==> config.mk <==
export PLATFORM = sky130hd
export DESIGN_NAME = pfe_ctrl
export DESIGN_NICKNAME = d
export VERILOG_FILES = /design/src/sv/pfe_pkg.sv /design/src/sv/pfe_ctrl.sv
export SDC_FILE = /design/constraint.sdc
export NUM_CORES = 1
export LEC_CHECK = 0
export BUFFER_PORTS_ARGS = -buffer_cell sky130_fd_sc_hd__buf_4
export CELL_PAD_IN_SITES_DETAIL_PLACEMENT = 0
export CELL_PAD_IN_SITES_GLOBAL_PLACEMENT = 1
export CORE_MARGIN = 1
export CORE_UTILIZATION = 22
export DETAILED_ROUTE_END_ITERATION = 10
export PLACE_DENSITY_LB_ADDON = 0.05
export SLEW_MARGIN = 20
export SYNTH_ARGS = -nofsm -noshare
export SYNTH_HDL_FRONTEND = slang
export SYNTH_SLANG_ARGS = --single-unit
==> constraint.sdc <==
create_clock -name clk -period 1.42 [get_ports clk]
set_input_delay 0.355 -clock clk [delete_from_list [all_inputs] [get_ports clk]]
set_output_delay 0.355 -clock clk [all_outputs]
set_load 0.02 [all_outputs]
==> src/sv/pfe_pkg.sv <==
`default_nettype none

package pfe_pkg;

  // Operand and result word width
  localparam int WORD_W = 32;

  // Character codes
  localparam logic [7:0] CH_ZERO  = 8'h30;
  localparam logic [7:0] CH_NINE  = 8'h39;
  localparam logic [7:0] CH_PLUS  = 8'h2B;
  localparam logic [7:0] CH_MINUS = 8'h2D;
  localparam logic [7:0] CH_STAR  = 8'h2A;
  localparam logic [7:0] CH_SLASH = 8'h2F;

  // Result status codes
  localparam logic [2:0] ST_OK        = 3'd0;
  localparam logic [2:0] ST_OVERFLOW  = 3'd1;
  localparam logic [2:0] ST_UNDERFLOW = 3'd2;
  localparam logic [2:0] ST_INVALID   = 3'd3;
  localparam logic [2:0] ST_DIVZERO   = 3'd4;

  typedef struct packed {
    logic [7:0] char_code;
    logic       last_char;
  } in_word_t;

  typedef struct packed {
    logic signed [WORD_W-1:0] result_value;
    logic [2:0]               status;
  } out_word_t;

  // Commands from the controller to the datapath
  typedef struct packed {
    logic       latch;
    logic       push;
    logic       alu_go;
    logic       div_start;
    logic       div_commit;
    logic       set_err;
    logic [2:0] err_code;
    logic       emit;
  } dp_cmd_t;

  // Status from the datapath to the controller
  typedef struct packed {
    logic err_any;
    logic is_digit;
    logic is_arith;
    logic is_div;
    logic full;
    logic lt2;
    logic rhs_zero;
    logic div_busy;
    logic div_done;
    logic last;
    logic out_free;
  } dp_sts_t;

endpackage

`default_nettype wire

==> src/sv/pfe_ctrl.sv <==
`default_nettype none

module pfe_ctrl (
  input  wire logic             clk,
  input  wire logic             rst_n,
  input  wire logic             in_valid,
  output logic                  in_stall,
  input  wire pfe_pkg::dp_sts_t sts,
  output pfe_pkg::dp_cmd_t      cmd
);

  localparam logic [2:0] S_IDLE = 3'd0;
  localparam logic [2:0] S_EXEC = 3'd1;
  localparam logic [2:0] S_LHS  = 3'd2;
  localparam logic [2:0] S_DIVW = 3'd3;
  localparam logic [2:0] S_FIN  = 3'd4;

  logic [2:0] state_r, state_nxt;

  assign in_stall = (state_r != S_IDLE);

  // Sequence one character: decode, fetch left operand, compute, report
  always_comb begin
    state_nxt = state_r;
    cmd       = '0;
    unique case (state_r)
      S_IDLE: begin
        if (in_valid) begin
          cmd.latch = 1'b1;
          state_nxt = S_EXEC;
        end
      end
      S_EXEC: begin
        state_nxt = S_FIN;
        if (sts.err_any) begin
          state_nxt = S_FIN;
        end else if (sts.is_digit) begin
          if (sts.full) begin
            cmd.set_err  = 1'b1;
            cmd.err_code = pfe_pkg::ST_OVERFLOW;
          end else begin
            cmd.push = 1'b1;
          end
        end else if (sts.lt2) begin
          cmd.set_err  = 1'b1;
          cmd.err_code = pfe_pkg::ST_UNDERFLOW;
        end else if (!(sts.is_arith || sts.is_div)) begin
          cmd.set_err  = 1'b1;
          cmd.err_code = pfe_pkg::ST_INVALID;
        end else if (sts.is_div && sts.rhs_zero) begin
          cmd.set_err  = 1'b1;
          cmd.err_code = pfe_pkg::ST_DIVZERO;
        end else begin
          state_nxt = S_LHS;
        end
      end
      S_LHS: begin
        if (sts.is_div) begin
          cmd.div_start = 1'b1;
          state_nxt     = S_DIVW;
        end else begin
          cmd.alu_go = 1'b1;
          state_nxt  = S_FIN;
        end
      end
      S_DIVW: begin
        if (sts.div_done) begin
          cmd.div_commit = 1'b1;
          state_nxt      = S_FIN;
        end
      end
      S_FIN: begin
        if (!sts.last) begin
          state_nxt = S_IDLE;
        end else if (sts.out_free) begin
          cmd.emit  = 1'b1;
          state_nxt = S_IDLE;
        end
      end
      default: begin
        state_nxt = S_IDLE;
      end
    endcase
  end

  always_ff @(posedge clk) begin
    if (!rst_n) begin
      state_r <= S_IDLE;
    end else begin
      state_r <= state_nxt;
    end
  end

endmodule

`default_nettype wire

==> results, run 1 <==
- For this run the aggregate overflow at the end of global routing stands at 0.
- The total power consumption of the routed design is 460.0 µW.
- Summed over all cells, the static leakage comes to about 0.35 nW.
- In this run the power density over the cells is approximately 580 nW/µm².
- The post-detailed-route via-to-cell ratio is between 4 and 5.
- The number of flops mapped to enable cells by yosys is 0.
- The capture point of the worst reg-to-reg path is state_r[1].
- The floorplan step defined a die boundary enclosing around 1700 µm².
- Measured against its own limit, the worst slew margin works out to between 80% and 90%.
- The worst hold path terminates at state_r[1].
- The final estimated routing congestion in global placement is approximately 0.71.
- For the worst setup path, the data required time is approximately 1.1 ns.
- The signal on the critical path passes through or4b_4, nor4_4, buf_4.
- In the final layout, the registers with the most flip-flops are state_r (3).
- The core area is about 1400 µm².
- The total wire length after detailed routing is 1.175 mm.
- In the layout the commonest cells are buf_4 (29), buf_6 (8), inv_1 (3), nor2b_1 (3), clkbuf_4 (3).
- The startpoint of the tightest hold check path is rst_n.
- The proportion of power drawn by the clock network is 33.9%.
- Of all nets on the critical path, the largest fanout is 6.
- The total clock buffers created by CTS is 3.
- After detailed placement, the total cell area comes to ~650 µm².
- The clock drives 3 sinks.
- Global routing consumed, over all layers together, between 10% and 20% of the routing resources.
- Measured along the y axis, the die boundary spans approximately 42 µm.
- Entering global routing, the biggest net connects 11 pins.
- The root buffer cell is clkbuf_4.
- The slack of the worst reg-to-reg path is about 0.14 ns.
- The worst-margin pin slew is ~0.25 ns.
- The later pin in the worst-skew pair is clocked with a latency of ~0.23 ns.
- The first global-routing pass estimated between 1.5 and 2 mm of wire.
- The internal portion of the total power is 308.3 µW.
- The total of max-cap violations is 0.
- The starting density of the core is 25.16%.
- The worst setup path is captured at an output pin.
- Once detail routing completed, the nets flagged for antenna violations numbered 0.
- The leading cell type in the layout, fill and taps excluded is buf_4.
- The maximum level of the CTS H-tree is 1.
- The tightest min-delay check is of the primary input to register type.
- For this run, the post-layout net count is 97.
- The number of global-route vias before repair is about 480.
- The antenna diode count is 0.
- In this run, the combinational gates consume a little under half of the power.
- In this run switching power makes up 32.97% of total power.
- The slowest cell on the critical path is or4b_4.
- After synthesis, the share of flip-flops with an asynchronous set or reset is 0%.
- For this design the top-level I/O count stands at 25.
- Detailed placement ended at an HPWL of slightly above 800 µm.
- The register with the most flip-flops in the layout has 3 of them.
- The category of the worst setup path launch point is a register.
- The start of the worst register-to-register path is state_r[1].
- Clock-pin slew was measured on the worst setup and hold paths at approximately 0.04 ns.
- The critical path arrival is 1.53 ns.
- The final critical path time including I/O delays and setup is roughly 1.9 ns.
- The dominant register cell in the synthesized netlist is dfxtp_1.
- The flow ran to the end, but the final reports show violations.
- The largest voltage drop on the vdd net is approximately 360 µV.
- The critical path is of the register to output pin type.
- Registers are responsible for between 20 and 25% of the overall power.
- The synthesized netlist net count is 60.
- The number of setup violations in the final report is 11.
- The number of pins with negative max-slew slack in the final report came to 0.
- The number of remaining DRC errors is 0.
- Hold is met by between 0.3 and 0.4 ns.
- The layout cell share with drive strength beyond 1 is a little over two thirds.
- Summed over all nets, the switching power comes to between 150 and 200 µW.
- The number of cell rows is 13.
- The checks that failed: setup timing.
- In this design, the stage delay of the slowest critical-path cell is 0.59 ns.
- The register with the most flip-flops in the final layout is state_r.
- The detailed router placed 481 vias in this run.
- The post-synthesis cell type count is 30.
- TritonCTS built the clock tree.
- Setup repair after global routing could not meet its margin everywhere.
- The die is ~42 µm wide.
- The average routed wire per standard cell is approximately 12 µm.
- The cell count after synthesis came out at 46.
- The path depth of the worst reg2reg path is 3.
- Relative to the synthesized area, the layout overhead comes to 126.6%.
- For this run, the detailed router's first-pass iteration total came to 4.
- The sequential-to-total area share from yosys stat is about 17%.
- The utilization after layout is 57.01%.
- The maximum root-to-sink buffer count is 2.
- The cell area after synthesis is about 350 µm².
- The hold violation total from the final report is 0.
- Across all setup checks in the final design, the least slack found is -0.4622 ns.
- The final cycle utilization of the critical path is 132.5%.
- The maximum operating frequency is roughly 530 MHz.
- The post-layout instance area is between 700 and 800 µm².
- Buffers placed on the I/O ports in this run total 23.
- After synthesis the netlist holds a flip-flop and latch count of 3.
- The cell depth of the worst min-delay path is 2.
- During synthesis, Yosys emitted a total of 0 warnings.
- The worst clock skew is around 0.0012 ns.
- The number of antenna violations at the first check in global routing was 0.
- The violation count after the first detailed-route iteration is 14.
- A synthesized cell averages roughly 7.6 µm².
## how the worst max path moves through the flow
| stage | startpoint | endpoint | slack [ns] | depth (start not counted) |
|---|---|---|---|---|
| 2_1_floorplan | state_r[0] | cmd[3] | -0.29 | 4 |
| 3_3_place_gp | sts[10] | cmd[3] | -0.36 | 4 |
| 3_5_place_dp | sts[10] | cmd[3] | -0.36 | 4 |
| 4_1_cts | state_r[1] | cmd[3] | -0.46 | 3 |
| 5_1_grt | state_r[1] | cmd[3] | -0.51 | 3 |
| 6_report | state_r[1] | cmd[3] | -0.46 | 3 |
## synthesized netlist by cell type, types with 2 or more instances
| cell | instances | share of area [%] |
|---|---|---|
| nor2_1 | 4 | 4.3 |
| clkbuf_1 | 3 | 3.2 |
| dfxtp_1 | 3 | 17 |
| inv_1 | 3 | 3.2 |
| nand2_1 | 3 | 3.2 |
| nor2b_1 | 3 | 5.4 |
| a21oi_1 | 2 | 2.9 |
| nor3b_1 | 2 | 4.3 |
| o211ai_1 | 2 | 4.3 |
## through the flow
stage                     setup slack, ns  cells  setup TNS [ns]
after detailed placement          -0.3630     89          -1.630
after global routing              -0.5126     97          -3.667
after global placement            -0.3594     89          -1.649
after CTS                         -0.4625     98          -3.329
final                             -0.4622     97          -3.125
after floorplan                   -0.2881     46          -1.820
## routing by layer
layer / routed length (µm) / vias to the layer above / track usage (%)
met3: 75 / 0 / 1.739
met5: 0 / - / 0
li1: - / 244 / -
met4: 0 / 0 / 9.677
met1: 539 / 213 / 17.88
met2: 561 / 24 / 22.19
## critical path: cells and delay by family, from the launching register on
kind                   cells  cell delay, ns
flip-flops                 1            0.31
AND/OR/NAND/NOR            2            0.81
buffers and inverters      1            0.17
## cell type report
| cell class | count | area [µm²] |
|---|---|---|
| well taps | 15 | 18.77 |
| flip-flops and latches | 3 | 62.56 |
| multi-input cells | 35 | 361.6 |
| fillers | 122 | 594.3 |
| repair buffers | 37 | 307.8 |
| inverters | 3 | 11.26 |
| clock buffers | 4 | 26.28 |
## power by group through the flow
stage          Clock (mW)  Combinational (mW)  Sequential, mW
4_1_cts             0.155               0.214          0.0928
3_5_place_dp            0               0.165          0.0939
3_3_place_gp            0               0.166          0.0939
2_1_floorplan           0              0.0909          0.0932
5_1_grt             0.168               0.226          0.0935
6_report            0.156               0.211          0.0928
## cells by family after synthesis
group	share of synthesized area (%)
compound gates	24.46
flops	17.27
buf+inv	10.07
simple gates	48.20
## what timing repair did
item,in CTS,in global routing
hold buffers,0,0
buffers inserted,5,0
resized for setup,17,2
pin swaps,7,1
setup endpoints to repair,11,11
Note: power is estimated with default switching activity, not from simulation.
==> inputs of run 2 (changes only) <==
--- a/config.mk
+++ b/config.mk
@@ -5,11 +5,12 @@
 export SDC_FILE = /design/constraint.sdc
 export NUM_CORES = 1
 export LEC_CHECK = 0
+export ABC_AREA = 1
 export BUFFER_PORTS_ARGS = -buffer_cell sky130_fd_sc_hd__buf_4
 export CELL_PAD_IN_SITES_DETAIL_PLACEMENT = 0
 export CELL_PAD_IN_SITES_GLOBAL_PLACEMENT = 1
 export CORE_MARGIN = 1
-export CORE_UTILIZATION = 22
+export CORE_UTILIZATION = 20
 export DETAILED_ROUTE_END_ITERATION = 10
 export PLACE_DENSITY_LB_ADDON = 0.05
 export SLEW_MARGIN = 20
==> results, run 2 <==
- The sequential-to-total area share from yosys stat is roughly 18%.
- After synthesis, the largest area contributor takes up between 10% and 20% of total cell area.
- The worst-margin pin slew is 0.1931 ns.
- The critical path's largest stage delay is 0.32 ns.
- Clock-pin slew was measured on the worst setup and hold paths at around 0.040 ns.
- The starting density of the core is between 20 and 25%.
- The cell area that synthesis handed to floorplanning was between 300 and 400 µm².
- The net switching power of the design is about 180 µW.
- The clock drives 3 sinks.
- The total congestion overflow after global routing is 0.
- The capture point of the worst reg-to-reg path is state_r[2].
- Entering global routing, the biggest net connects 7 pins.
- The largest registers in the layout are state_r (3).
- The die extent in y is ~43 µm.
- The total of max-cap violations is 0.
- The dominant register cell in the synthesized netlist is dfxtp_1.
- The remaining number of nets flagged by the antenna check after routing is 0.
- The first detailed-routing pass took 2 iterations.
- Between clock sinks in the finished design, the worst skew comes to approximately 0.004 ns.
- The slack of the worst reg-to-reg path is a little under 0.3 ns.
- The number of port buffers is 23.
- In the layout the commonest cells are buf_4 (31), inv_1 (11), nand2_1 (7).
- The CTS tree is yes.
- The average cell area after synthesis is roughly 5.6 µm².
- After detailed routing, the total wire length is around 1.1 mm.
- Counting along the longest clock path gives a buffer depth of 2.
- The checks that failed: setup timing.
- In this run the core area contains 14 standard-cell rows.
- For this run, design rule violations remaining after detail routing come to 0.
- The post-synthesis async set-or-reset flop share is 0%.
- The root buffer cell is clkbuf_4.
- At the worst endpoint, the arrival time is 1.13 ns.
- The HPWL reported at the end of detailed placement is ~860 µm.
- By area the synthesized netlist is led by dfxtp_1 (18%), inv_1 (14%), nand3_1 (12%).
- The final critical path time including I/O delays and setup is approximately 1.5 ns.
- The first global-routing pass estimated ~1.9 mm of wire.
- STA puts the critical path data required time at approximately 1.1 ns.
- The leakage power is 0.3904 nW.
- The path depth of the worst reg2reg path is 7.
- The critical path startpoint is state_r[2].
- The worst path uses 104.5% of the clock period.
- The worst hold slack after final layout is roughly 0.33 ns.
- The logic gate share of total power is roughly 50%.
- Cell internal power was estimated by the tool at roughly 320 µW.
- The Yosys step of the flow raised 0 warnings.
- The number of clock buffers added by TritonCTS is 3.
- The final worst-path setup slack is -0.06438 ns.
- From left edge to right edge, the die measures approximately 43 µm.
- The number of standard cells after synthesis is 59.
- The worst pin sits at a relative slew slack of about 87%.
- The register with the most flip-flops in the final layout is state_r.
- Traced cell by cell, the critical path runs through inv_2, nand2_4, nor3_4, nand2_1, nor2_1, buf_4.
- The number of nets in the synthesized netlist is 73.
- The hold violation total from the final report is 0.
- The latest clock arrival within the worst-skew pair is 0.23 ns.
- The post-synthesis cell type count is 19.
- At the end of the flow the core is filled with cells to 49.67%.
- In this run the worst hold path is classified as primary input to register.
- The die covers approximately 1800 µm².
- Derived from the worst setup path, the maximum achievable clock frequency is between 600 and 700 MHz.
- The final route contains ~490 vias.
- The power density over the cells is approximately 670 nW/µm².
- The number of antenna diodes in the final layout is 0.
- Together, buffers and inverters on the worst path number 2.
- The total power consumption of the routed design is 503.4 µW.
- The final estimated routing congestion in global placement is between 0.7 and 0.8.
- dfxtp_1 takes more of the synthesized area than any other cell.
- The violation count after the first detailed-route iteration is 4.
- Fill cells in the final layout number about 180.
- The layout cell share with drive strength beyond 1 is 60.82%.
- STA classifies the critical path endpoint as an output pin.
- Yosys instantiated no cell more often than inv_1.
- The largest voltage drop on the vdd net is ~400 µV.
- The library cell used most frequently in the layout, excluding fill and tap cells, is buf_4.
- Counting instances in the post-synthesis netlist gives the leading cell types as inv_1 (12), nand2_1 (8), nand3_1 (8), nor2_1 (7), nor3_1 (4).
- The run finished, with violations left.
- The number of pins with negative max-slew slack in the final report was 0.
- The largest delay contributor family on the critical path is simple AND/OR/NAND/NOR gates.
- The number of global-route vias before repair is roughly 470.
- CTS built an H-tree with a depth of 1.
- The slowest cell on the critical path is dfxtp_2.
- The highest net fanout along the worst path is 2.
- The core area is about 1500 µm².
- The register share of total power is approximately 20%.
- The critical path runs through a total of 6 cells.
- In this run the count of I/O pins placed on the die edge is 25.
- The final net count is about 110.
- The post-detailed-route via-to-cell ratio is ~4.3.
- Counting flops and latches in the post-synthesis netlist gives 3.
- The number of flip-flops under the largest register name is 3.
- The number of antenna violations at the first check in global routing is 0.
- The overall global routing resource usage is 13.33%.
- Relative to the synthesized area, the layout overhead comes to 128.3%.
- The switching share of total power is between 30% and 40%.
- The worst setup path is launched from a register.
- Setup violations remaining at the end of the flow were counted as 8.
- The end point of the critical path is cmd[1].
- The kind of critical path is register to output pin.
- The synthesized design contains 0 enable-type register cells.
- The proportion of power drawn by the clock network is between 20 and 30%.
- Setup repair after global routing could not meet its margin everywhere.
- Setup total negative slack on the finished layout was measured at -0.3949 ns.
- Dividing the detail-routed wire length by the instance count gives about 9.3 µm.
- The start of the worst register-to-register path is state_r[1].
[run 2: cell count changes after synthesis, sizes merged, moves of 3 or more]
cell    delta
clkbuf     -3
nand3      +9
inv       +11
nor3       +3
nor2b      -3
nand2      +5
nor2       +6
[run 2: logic make-up after synthesis]
group	synth area share [%]
AOI/OAI and AO/OA	9.057
buffers and inverters	15.85
DFF	18.11
and+or+nand+nor	56.99
[run 2: through the flow]
step	cells	setup slack [ns]	area, µm²
3_5_place_dp	107	-0.03029	604.3
2_1_floorplan	59	0.01013	344.1
6_report	113	-0.06438	757.0
5_1_grt	113	-0.1612	757.0
3_3_place_gp	107	-0.02820	604.3
4_1_cts	113	-0.08883	714.4
[run 2: repair_timing]
item / CTS / global route
setup buffers: 2 / 0
hold endpoints to repair: 0 / 0
endpoints found under the setup margin: 11 / 10
hold buffers: 0 / 0
resized for setup: 19 / 9
pin swaps: 7 / 3
[run 2: cell type report]
class                      instances  area (µm²)  area share (%)
clock buffer                       4       26.28           3.471
inverter                          14       62.56           8.264
multi-input combinational         42       317.8           41.98
sequential                         3       63.81           8.430
tap                               16       20.02           2.645
timing repair buffer              34       266.5           35.21
[run 2: how the worst min path moves through the flow]
| stage | end | start | cells after the start | slack [ns] |
|---|---|---|---|---|
| final | state_r[1] | rst_n | 3 | 0.33 |
| after global routing | state_r[1] | rst_n | 3 | 0.35 |
| after CTS | state_r[1] | rst_n | 3 | 0.33 |
| after detailed placement | state_r[1] | rst_n | 3 | 0.57 |
| after global placement | state_r[1] | rst_n | 3 | 0.56 |
| after floorplan | state_r[1] | rst_n | 2 | 0.45 |
[run 2: per-layer routing]
metal  track usage [%]  up-vias  part of all wire (%)
li1                  -      266                     -
met1             17.66      214                    47
met2             19.70       11                    47
met3             2.979        0                   5.0
met4             7.500        0                     0
met5                 0        -                     0
[run 2: power by group through the flow]
stage	sequential [mW]	combinational, mW	clock (mW)
finish	0.101	0.255	0.147
CTS	0.0994	0.234	0.158
global route	0.102	0.278	0.164
detailed placement	0.0975	0.190	0
global placement	0.0972	0.191	0
floorplan	0.101	0.0885	0
[run 2: worst register-to-register path: cells and delay by family (launching register included)]
| family | cells | cell delay, ns |
|---|---|---|
| simple gates | 5 | 0.48 |
| buf+inv | 1 | 0.10 |
| flops | 1 | 0.39 |
| compound gates | 1 | 0.05 |
==> inputs of run 3 (changes only) <==
--- a/config.mk
+++ b/config.mk
@@ -9,11 +9,12 @@
 export BUFFER_PORTS_ARGS = -buffer_cell sky130_fd_sc_hd__buf_4
 export CELL_PAD_IN_SITES_DETAIL_PLACEMENT = 0
 export CELL_PAD_IN_SITES_GLOBAL_PLACEMENT = 1
-export CORE_MARGIN = 1
-export CORE_UTILIZATION = 20
+export CORE_MARGIN = 2
+export CORE_UTILIZATION = 24
 export DETAILED_ROUTE_END_ITERATION = 10
 export PLACE_DENSITY_LB_ADDON = 0.05
 export SLEW_MARGIN = 20
 export SYNTH_ARGS = -nofsm -noshare
 export SYNTH_HDL_FRONTEND = slang
 export SYNTH_SLANG_ARGS = --single-unit
+export TNS_END_PERCENT = 5
==> constraint.sdc (replaced) <==
create_clock -name clk -period 1.79 [get_ports clk]
set_input_delay 0.4475 -clock clk [delete_from_list [all_inputs] [get_ports clk]]
set_output_delay 0.4475 -clock clk [all_outputs]
set_load 0.02 [all_outputs]
==> results, run 3 (synthesis results as in run 2) <==
- Clock skew on the completed layout was measured at about 0.0010 ns.
- For the pin with the worst max-slew slack, the measured transition is between 0.2 and 0.25 ns.
- In this run, the combinational gates consume 39.5% of the power.
- The violation count after the first detailed-route iteration is 3.
- The library cell used most frequently in the layout, excluding fill and tap cells, is buf_4.
- The start of the worst register-to-register path is state_r[1].
- The top cell types in the final layout, fill and taps aside, are buf_4 (24), inv_1 (12), nand3_1 (8), nand2_1 (8), nor2_1 (7).
- The starting density of the core is 25.48%.
- The routed length on met2 is around 470 µm.
- The remaining number of nets flagged by the antenna check after routing is 0.
- The wire length of the first global-routing pass is between 1 and 1.5 mm.
- The register with the most flip-flops in the layout has 3 of them.
- The met3 layer wire length in the routed design is between 80 and 90 µm.
- In this run the top signal layer used is met3.
- Clock-pin slew was measured on the worst setup and hold paths at 0.04 ns.
- The detailed router put a total of ~330 µm of wire on met1.
- The run finished with clean final reports.
- The core area is between 1000 and 1500 µm².
- The largest registers in the layout are state_r (3).
- After layout, the design draws a total of roughly 330 µW.
- On the critical path, the stage with the largest delay is an instance of dfxtp_1.
- The clock net sink count is 3.
- Internal power comes to between 200 and 250 µW.
- The placed instances occupy a cell area of about 540 µm².
- TritonCTS built the clock tree.
- At the end of the flow, the number of nets in the layout was between 100 and 150.
- The switching share of total power is 34.68%.
- For this run, the share of the core covered by cells in the final layout is about 44%.
- The capture point of the worst reg-to-reg path is state_r[2].
- The final cell count without fillers is about 100.
- The number of primary I/O pins is 25.
- The critical path is of the register to output pin type.
- STA classifies the critical path endpoint as an output pin.
- Summing over every cut layer, the via total after detailed routing is between 400 and 500.
- The post-CTS setup buffer count is 0.
- The number of antenna violations at the first check in global routing is 0.
- The slack of the worst reg-to-reg path is about 0.64 ns.
- The register with the most flip-flops in the final layout is state_r.
- The power density over the cells is roughly 570 nW/µm².
- Routability-driven placement finished with a final weighted congestion of just over 0.7.
- The category of the worst setup path launch point is a register.
- The register share of total power is 24.4%.
- The required time at the endpoint of the critical path is ~1.3 ns.
- 0 antenna diodes ended up in the layout.
- The highest net fanout along the worst path is 6.
- The number of pins with negative max-slew slack in the final report is 0.
- For hold timing, the worst endpoint is state_r[1].
- The worst min-delay path category is primary input to register.
- The post-layout instance area is around 580 µm².
- The hold violation total from the final report is 0.
- The maximum level of the CTS H-tree is 1.
- On the worst path, the slowest cell contributes a delay of about 0.43 ns.
- The clock passes through at most 2 buffers.
- In this run the clock root is driven by a clkbuf_4.
- Measured against its own limit, the worst slew margin works out to 84.57%.
- At the worst endpoint, the arrival time is between 1 and 1.5 ns.
- Across the run, the number of max-cap violations was 0.
- The worst hold path begins at rst_n.
- The worst hold path passes through 3 cells.
- The average routed wire per standard cell is slightly below 9 µm.
- Including well taps, the total number of placed cells is around 100.
- The sequential cells in the finished layout cover a total of roughly 61 µm².
- The count of buffers added on input and output ports is 23.
- For this design the static power due to leakage is roughly 0.32 nW.
- Counting cells, the worst reg-to-reg path comes to 7.
- Counting the fill cells in the layout gives between 150 and 200.
- In this run the power spent charging and discharging nets is about 110 µW.
- The area of the multi-input gates is between 200 and 250 µm².
- The full die area is ~1700 µm².
- For this block, the routed nets add up to 882 µm of wire.
- IR analysis of the VDD net gives a maximum drop of ~530 µV.
- The signal on the critical path passes through inv_2, nor2_2, nand3_1, inv_1, buf_4.
- In this run, the clock network consumes a little over a third of the power.
- In the final layout, the share of cells above drive strength 1 is between 40% and 50%.
- The number of remaining DRC errors is 0.
- The number of setup violations in the final report is 0.
- Relative to the synthesized area, the layout overhead comes to 74.34%.
- The total congestion overflow after global routing is 0.
- The post-detailed-route via-to-cell ratio is between 4 and 5.
- Setup repair after global routing left no endpoint under its margin.
- The maximum operating frequency is 590.5 MHz.
- The overall global routing resource usage is between 10% and 20%.
- Measured along the x axis, the die boundary spans roughly 41 µm.
- The pin count of the biggest net entering global routing is 7.
- The worst path needs 1.693 ns of the cycle, external delays included.
- The number of global-route vias before repair came to about 350.
- The first-pass iteration count of the detailed router is 2.
- Row generation in the floorplan step produced 13 rows.
- The total clock buffers created by CTS is 3.
- Dividing the final minimum period by the clock period gives a little over nine tenths.
- The latest clock arrival within the worst-skew pair is 0.23 ns.
- The HPWL reported at the end of detailed placement is 785.9 µm.
- The summed negative setup slack over all endpoints is 0 ns.
- From bottom edge to top edge, the die measures 41.17 µm.
run 3: metrics by stage:
stage / hold slack, ns / worst slack (ns)
detailed placement: 0.6582 / 0.1503
floorplan: 0.5451 / 0.1951
CTS: 0.4152 / 0.04634
global route: 0.4298 / 0.007729
finish: 0.4180 / 0.09660
global placement: 0.6612 / 0.1515
run 3: layout make-up:
class | instances | share of cell area [%]
well taps | 15 | 3.247
repair buffers | 24 | 31.17
clock buffers | 4 | 4.545
inverters | 14 | 9.091
flip-flops and latches | 3 | 10.61
multi-input cells | 42 | 41.34
run 3: what timing repair did:
item / in CTS / in global routing
gates resized for setup: 0 / 3
setup endpoints to repair: 0 / 5
hold buffers: 0 / 0
run 3: worst max-delay path by stage:
stage / cells past startpoint / from / to
final: 5 / state_r[1] / cmd[6]
after detailed placement: 6 / sts[7] / cmd[4]
after floorplan: 3 / sts[9] / cmd[8]
after global routing: 5 / state_r[1] / cmd[6]
after global placement: 6 / sts[7] / cmd[4]
after CTS: 6 / state_r[2] / cmd[2]
run 3: metal layers:
layer / global-route usage, % / up-vias
li1: - / 246
met1: 11.22 / 187
met2: 22.27 / 18
met3: 4.891 / 0
met4: 4.839 / 0
met5: 0 / -
run 3: worst max-delay path: cells and delay by family (launching register included):
family / cells / cell delay, ns
flops: 1 / 0.43
buf+inv: 3 / 0.32
simple gates: 2 / 0.26
run 3: power groups by stage:
| stage | registers [mW] | clock network, mW | logic [mW] |
|---|---|---|---|
| 6_report | 0.0806 | 0.119 | 0.130 |
| 5_1_grt | 0.0810 | 0.131 | 0.145 |
| 4_1_cts | 0.0799 | 0.123 | 0.129 |
| 3_5_place_dp | 0.0810 | 0 | 0.129 |
| 3_3_place_gp | 0.0813 | 0 | 0.129 |
| 2_1_floorplan | 0.0796 | 0 | 0.0701 |
